## src/rtl/lzsd_pkg.sv

```systemverilog
// ----------------------------------------------------------------------------
// lzsd_pkg
// Shared types and constants of the LZ77 stream decompressor: window size,
// parser phases, sequencer states and the flag-bit step record.
// ----------------------------------------------------------------------------
package lzsd_pkg;

  // History window and derived widths
  localparam int WindowBytes    = 8192;
  localparam int AddrW          = $clog2(WindowBytes);
  localparam int DistW          = 14;
  localparam int ExtW           = AddrW + DistW;
  localparam int BytesPerResult = 4;
  localparam int CntW           = $clog2(BytesPerResult + 1);
  localparam int LaneW          = $clog2(BytesPerResult);
  localparam int RemW           = 9;

  // Format constants
  localparam logic [DistW-1:0] ShortReach = 14'h0100;
  localparam logic [DistW-1:0] LongReach  = 14'h2000;
  localparam logic [4:0]       WordBits   = 5'h10;

  // Parser phases
  typedef enum logic [3:0] {
    PH_BIT1       = 4'd0,
    PH_WORD_LO    = 4'd1,
    PH_WORD_HI    = 4'd2,
    PH_BIT2       = 4'd3,
    PH_LEN_A      = 4'd4,
    PH_LEN_B      = 4'd5,
    PH_LIT        = 4'd6,
    PH_SHORT_DIST = 4'd7,
    PH_LONG_LO    = 4'd8,
    PH_LONG_HI    = 4'd9,
    PH_EXT_LEN    = 4'd10
  } phase_e;

  // Sequencer states
  typedef enum logic [2:0] {
    ST_IDLE,
    ST_ADV,
    ST_RD,
    ST_WR,
    ST_PUSH
  } state_e;

  // Parser state after one flag-bit step
  typedef struct packed {
    phase_e      phase;
    phase_e      resume;
    logic [15:0] word;
    logic [4:0]  bits_left;
    logic [1:0]  length_bits;
    logic        done;
  } flag_step_t;

endpackage

```

## src/rtl/lzsd_flag_unit.sv

```systemverilog
// ----------------------------------------------------------------------------
// lzsd_flag_unit
// One step of the flag-bit parser: use the next flag bit, pick the next
// phase, and park the phase when the flag word runs dry.
// ----------------------------------------------------------------------------
module lzsd_flag_unit (
  input  lzsd_pkg::phase_e     phase_i,
  input  lzsd_pkg::phase_e     resume_i,
  input  logic [15:0]          word_i,
  input  logic [4:0]           bits_left_i,
  input  logic [1:0]           length_bits_i,
  output lzsd_pkg::flag_step_t step_o
);

  logic             flag_bit;
  logic [4:0]       bits_dec;
  lzsd_pkg::phase_e next_phase;
  logic [1:0]       lb_next;
  logic             is_bit_phase;

  assign flag_bit = word_i[0];
  assign bits_dec = bits_left_i - 5'd1;
  assign is_bit_phase = phase_i inside {lzsd_pkg::PH_BIT1, lzsd_pkg::PH_BIT2,
                                        lzsd_pkg::PH_LEN_A, lzsd_pkg::PH_LEN_B};

  // Decode the phase that follows this bit
  always_comb begin
    lb_next = length_bits_i;
    case (phase_i)
      lzsd_pkg::PH_BIT1: begin
        next_phase = flag_bit ? lzsd_pkg::PH_LIT : lzsd_pkg::PH_BIT2;
      end
      lzsd_pkg::PH_BIT2: begin
        next_phase = flag_bit ? lzsd_pkg::PH_LONG_LO : lzsd_pkg::PH_LEN_A;
      end
      lzsd_pkg::PH_LEN_A: begin
        lb_next    = {flag_bit, 1'b0};
        next_phase = lzsd_pkg::PH_LEN_B;
      end
      default: begin
        lb_next    = {length_bits_i[1], flag_bit};
        next_phase = lzsd_pkg::PH_SHORT_DIST;
      end
    endcase
  end

  // Assemble the stepped state
  always_comb begin
    step_o.phase       = phase_i;
    step_o.resume      = resume_i;
    step_o.word        = word_i;
    step_o.bits_left   = bits_left_i;
    step_o.length_bits = length_bits_i;
    step_o.done        = 1'b1;
    if (is_bit_phase) begin
      if (bits_left_i == 5'd0) begin
        // Word is empty: fetch a fresh one, then resume here
        step_o.resume = phase_i;
        step_o.phase  = lzsd_pkg::PH_WORD_LO;
      end else begin
        step_o.word        = {1'b0, word_i[15:1]};
        step_o.bits_left   = bits_dec;
        step_o.length_bits = lb_next;
        if (bits_dec == 5'd0) begin
          step_o.resume = next_phase;
          step_o.phase  = lzsd_pkg::PH_WORD_LO;
        end else begin
          step_o.phase = next_phase;
          step_o.done  = 1'b0;
        end
      end
    end
  end

endmodule

```

## config.mk

```make
export PLATFORM = sky130hd
export DESIGN_NAME = lzsd_flag_unit
export DESIGN_NICKNAME = d
export VERILOG_FILES = /design/src/rtl/lzsd_pkg.sv /design/src/rtl/lzsd_flag_unit.sv
export SDC_FILE = /design/constraint.sdc
export NUM_CORES = 1
export LEC_CHECK = 0
export ABC_CLOCK_PERIOD_IN_PS = 1700
export BUFFER_PORTS_ARGS = -buffer_cell sky130_fd_sc_hd__clkbuf_2
export CAP_MARGIN = 25
export CORE_AREA = 2 2 50 52
export DETAILED_ROUTE_END_ITERATION = 16
export DIE_AREA = 0 0 52 54
export PLACE_DENSITY = 0.77
export SYNTH_ARGS = -nofsm -noshare
export SYNTH_HDL_FRONTEND = slang
export SYNTH_SLANG_ARGS = --single-unit
export TNS_END_PERCENT = 5
```

## constraint.sdc

```tcl
create_clock -name vclk -period 1.7
set_input_delay 0.255 -clock vclk [all_inputs]
set_output_delay 0.255 -clock vclk [all_outputs]
set_load 0.02 [all_outputs]
```

Word-level counts from Yosys, hierarchy flattened

Cells that the tools add are included.

Register bits after elaboration: 0
Input bits: 31
Word-level logic and storage cells: 19

$add $sub $neg: 1
Eq/ne operators: 3
Mux-type cells: 10
Reductions and logical operators: 5

Operator list:

| cell                                                                  | count |
|---|---|
| 32-bit 2-to-1 mux                                                     | 1 |
| 24-bit 2-to-1 mux                                                     | 1 |
| 4-bit 2-to-1 mux                                                      | 3 |
| 4-bit one-hot mux with 3 select lines                                 | 1 |
| 5-bit zero test                                                       | 2 |
| 4-bit by 3-bit equality test with 1-bit output, second input constant | 2 |
| 8-bit 2-to-1 mux                                                      | 1 |
| 5-bit by 1-bit subtractor with 5-bit output, second input constant    | 1 |
| 4-bit by 2-bit equality test with 1-bit output, second input constant | 1 |
| 4-bit zero test                                                       | 1 |
| 2-bit one-hot mux with 2 select lines                                 | 1 |
| 4-bit nonzero test                                                    | 1 |
| 3-bit 2-to-1 mux                                                      | 1 |
| 2-bit OR reduction                                                    | 1 |
| 1-bit 2-to-1 mux                                                      | 1 |

Depth between registers and ports, before layout

Depth in word-level cells: 5
Mapped depth: 8
Depth with buffers taken out: 7

Worst setup path before layout

OpenSTA, ideal clock, no wires.

Path type: input port to output port
Start point: input bits_left_i[0]
End point: output step_o[31] in the netlist's numbering
Data arrival time: 1.793 ns
Data required time: 1.445 ns
Setup slack: -0.348 ns
Cell stages on the path: 6
Buffers on the path: 0
Cells stage by stage: inv_1 > ha_1 > xor2_1 > nor4b_4 > nand2b_1 > o31ai_1

RTL lines:

| what            | RTL line             | text |
|---|---|---|
| start, declared | lzsd_flag_unit.sv:10 | `input logic [4:0] bits_left_i,` |
| end, declared   | lzsd_flag_unit.sv:12 | `output lzsd_pkg::flag_step_t step_o` |

==> impl_metrics.csv <==
group,metric,value,unit
timing,min_period_over_period,115,%
power,p_clk_share,0,%
worst_setup_path,cpMostUsedCell,"clkbuf_2",
place,dpl.cell_count,208,
cells_and_area,nFillCells,171,
place,post-dp-hpwl,2020,um
worst_setup_path,path_max_fanout,19,
global_routing,overflow,0,
worst_setup_path,max_stage_delay,0.30,ns
timing,fmax,512,MHz
die,fp.dieW,52,um
detailed_routing,avgViaCountPerCell,4.93,
die,die_y,54,um
cells_and_area,design.seq.count,0,
logic_synthesis,synth_area_per_cell,8.73,um2
worst_setup_path,crit_path_start,"bits_left_i[0]",
detailed_routing,drtIter0Drc,17,
power,powerDensity,318,mW/mm2
die,core,0.00232,mm2
worst_setup_path,cp_slowest_cell,"mux2_4",
logic_synthesis,synth.largest_area_cell,"mux2_4",
power,total_leakage_power,0.791,nW
logic_synthesis,yosysSeqAreaShare,0,%
detailed_routing,drtPass1Iterations,5,
worst_setup_path,startpoint_type,"input port",
job,cap_violations,0,
detailed_routing,ant_nets,0,
worst_setup_path,cp_num_buf_inv,5,
power,pwr-share-comb,100.0,%
logic_synthesis,synth_warnings,0,
detailed_routing,wirelength,2470,um
cells_and_area,final_cell_mix,"clkbuf_2, buf_4, mux2_4",
detailed_routing,wl_per_cell,11.8,um
timing,final-hold-violation-count,0,
timing,holdWs,0.861,ns
cells_and_area,nClkBuffers,0,
power,swShare,49.1,%
global_routing,grt_start_max_net_pins,20,
global_routing,grt_pass1_vias,872,
timing,finalCriticalPeriod,1.95,ns
timing,slew_violations,0,
global_routing,grt_util_all_layers,16.2,%
power,switchingPower,0.244,mW
place,dp_slack,-0.318,ns
timing,finalSetupViolCount,31,
detailed_routing,vias,1035,
power,internal-power,0.253,mW
worst_setup_path,crit_family,"buffers and inverters",
worst_setup_path,cp.depth,10,
cells_and_area,layout-drive-gt1-share,75.6,%
outcome,violations,"setup timing",
die,start_util,35.0,%
power,seqPwrFrac,0,%
die,fp-row-count,18,
cells_and_area,areaGrowthSynthToFinish,92.0,%
worst_hold_path,hp-class,"in -> out",
worst_setup_path,crit_path_end_kind,"primary output",
global_routing,antenna_found_initial,0,
worst_setup_path,endpoint,"step_o[20]",
logic_synthesis,syn_area,812,um2
timing,tightest_slew,0.351,ns
global_routing,grt_pass1_wl,3660,um
logic_synthesis,synth_area_leaders,"mux2_4, a32oi_4, nand2b_4",
cells_and_area,register_area,0,um2
timing,relSlewSlack,76.3,%
die,die-area,0.00281,mm2
detailed_routing,drc_errors,0,
worst_setup_path,criticalPathCategory,"in -> out",
outcome,status,"finished with violations",
worst_setup_path,arrival,1.70,ns
timing,fin_ws,-0.255,ns
power,peakVddDrop,0.198,mV
logic_synthesis,synth_top_cell_area_share,29.6,%
cells_and_area,nets,215,
cells_and_area,antennaDiodeCount,0,
logic_synthesis,synth_cells,93,
cells_and_area,layout_commonest_cell,"clkbuf_2",
place,io_buffers,63,
cells_and_area,fin_cells,210,
worst_hold_path,min_from,"resume_i[1]",
die,pin_count,63,
place,routabilityCongestion,0.750,
logic_synthesis,syn-num-nets,126,
worst_setup_path,cp_cell_sequence,"clkbuf_2 -> inv_1 -> ha_4 -> nand2b_4 -> buf_4 -> nor3_4 -> nor2_4 -> buf_12 -> mux2_4 -> clkbuf_2",
logic_synthesis,synth_cell_type_count,42,
worst_setup_path,cp_data_required_time,1.44,ns
timing,rsz0062_at_grt,"true",
-- area by class of cell --
class	instances	area [um2]	area share (%)
Multi-Input combinational cell	82	852	54.7
Timing Repair Buffer	93	651	41.7
Tap cell	30	37.5	2.41
Inverter	5	18.8	1.20
-- how the worst min path moves through the flow --
stage               cells past startpoint    endpoint  slack, ns
floorplan                               2  step_o[25]       0.65
global placement                        4  step_o[25]       0.84
detailed placement                      4  step_o[25]       0.86
CTS                                     4  step_o[25]       0.87
global route                            4  step_o[25]       0.88
finish                                  4  step_o[25]       0.86
-- per-layer routing --
metal | up-vias | GRT usage (%) | routed length (um)
met5 | - | 0 | 0
met4 | 0 | 0 | 0
met3 | 0 | 0.833 | 217
met2 | 54 | 31.0 | 1250
met1 | 461 | 21.2 | 1010
li1 | 520 | - | -
-- metrics by stage --
stage | power (mW) | utilization [%] | area [um2] | setup TNS (ns)
after floorplan | 0.272 | - | 841 | -0.430
after global placement | 0.436 | 59.5 | 1380 | -6.64
after detailed placement | 0.444 | 59.5 | 1380 | -7.77
after CTS | 0.478 | 64.2 | 1490 | -6.08
after global routing | 0.530 | 67.2 | 1560 | -8.98
final | 0.496 | 67.2 | 1560 | -6.27
-- kinds of logic (layout without fill, tap and decap cells) --
group / Yosys count / after routing / synth area share (%)
buf+inv: 11 / 98 / 8.32
fa+ha+maj: 2 / 2 / 3.08
mux: 17 / 17 / 31.0
simple gates: 34 / 34 / 29.7
compound gates: 25 / 25 / 23.6
xor+xnor: 4 / 4 / 4.32
-- cells in the mapped netlist, drive strengths merged (2+ instances only) --
master  number
nand2        7
a21oi        5
a31oi        2
xnor2        2
nor2b        2
xor2         2
nor2         7
mux2        17
nor4b        2
inv          5
ha           2
buf          6
o21ai        4
o22ai        2
a21o         2
or3          2
nand2b       5
nand3        2
nor3         5
-- power groups by stage --
stage               registers (mW)  clock network (mW)  logic, mW
finish                           0                   0      0.496
CTS                              0                   0      0.478
floorplan                        0                   0      0.272
detailed placement               0                   0      0.444
global placement                 0                   0      0.436
global route                     0                   0      0.530
-- repair_timing --
item | in CTS | in global routing
gates resized for setup | 24 | 19
pin swaps | 5 | 3
endpoints found under the setup margin | 31 | 31
hold buffers | 0 | 0
endpoints found under the hold margin | 0 | 0
buffers inserted | 1 | 1
Note: power is estimated with default switching activity, not from simulation.
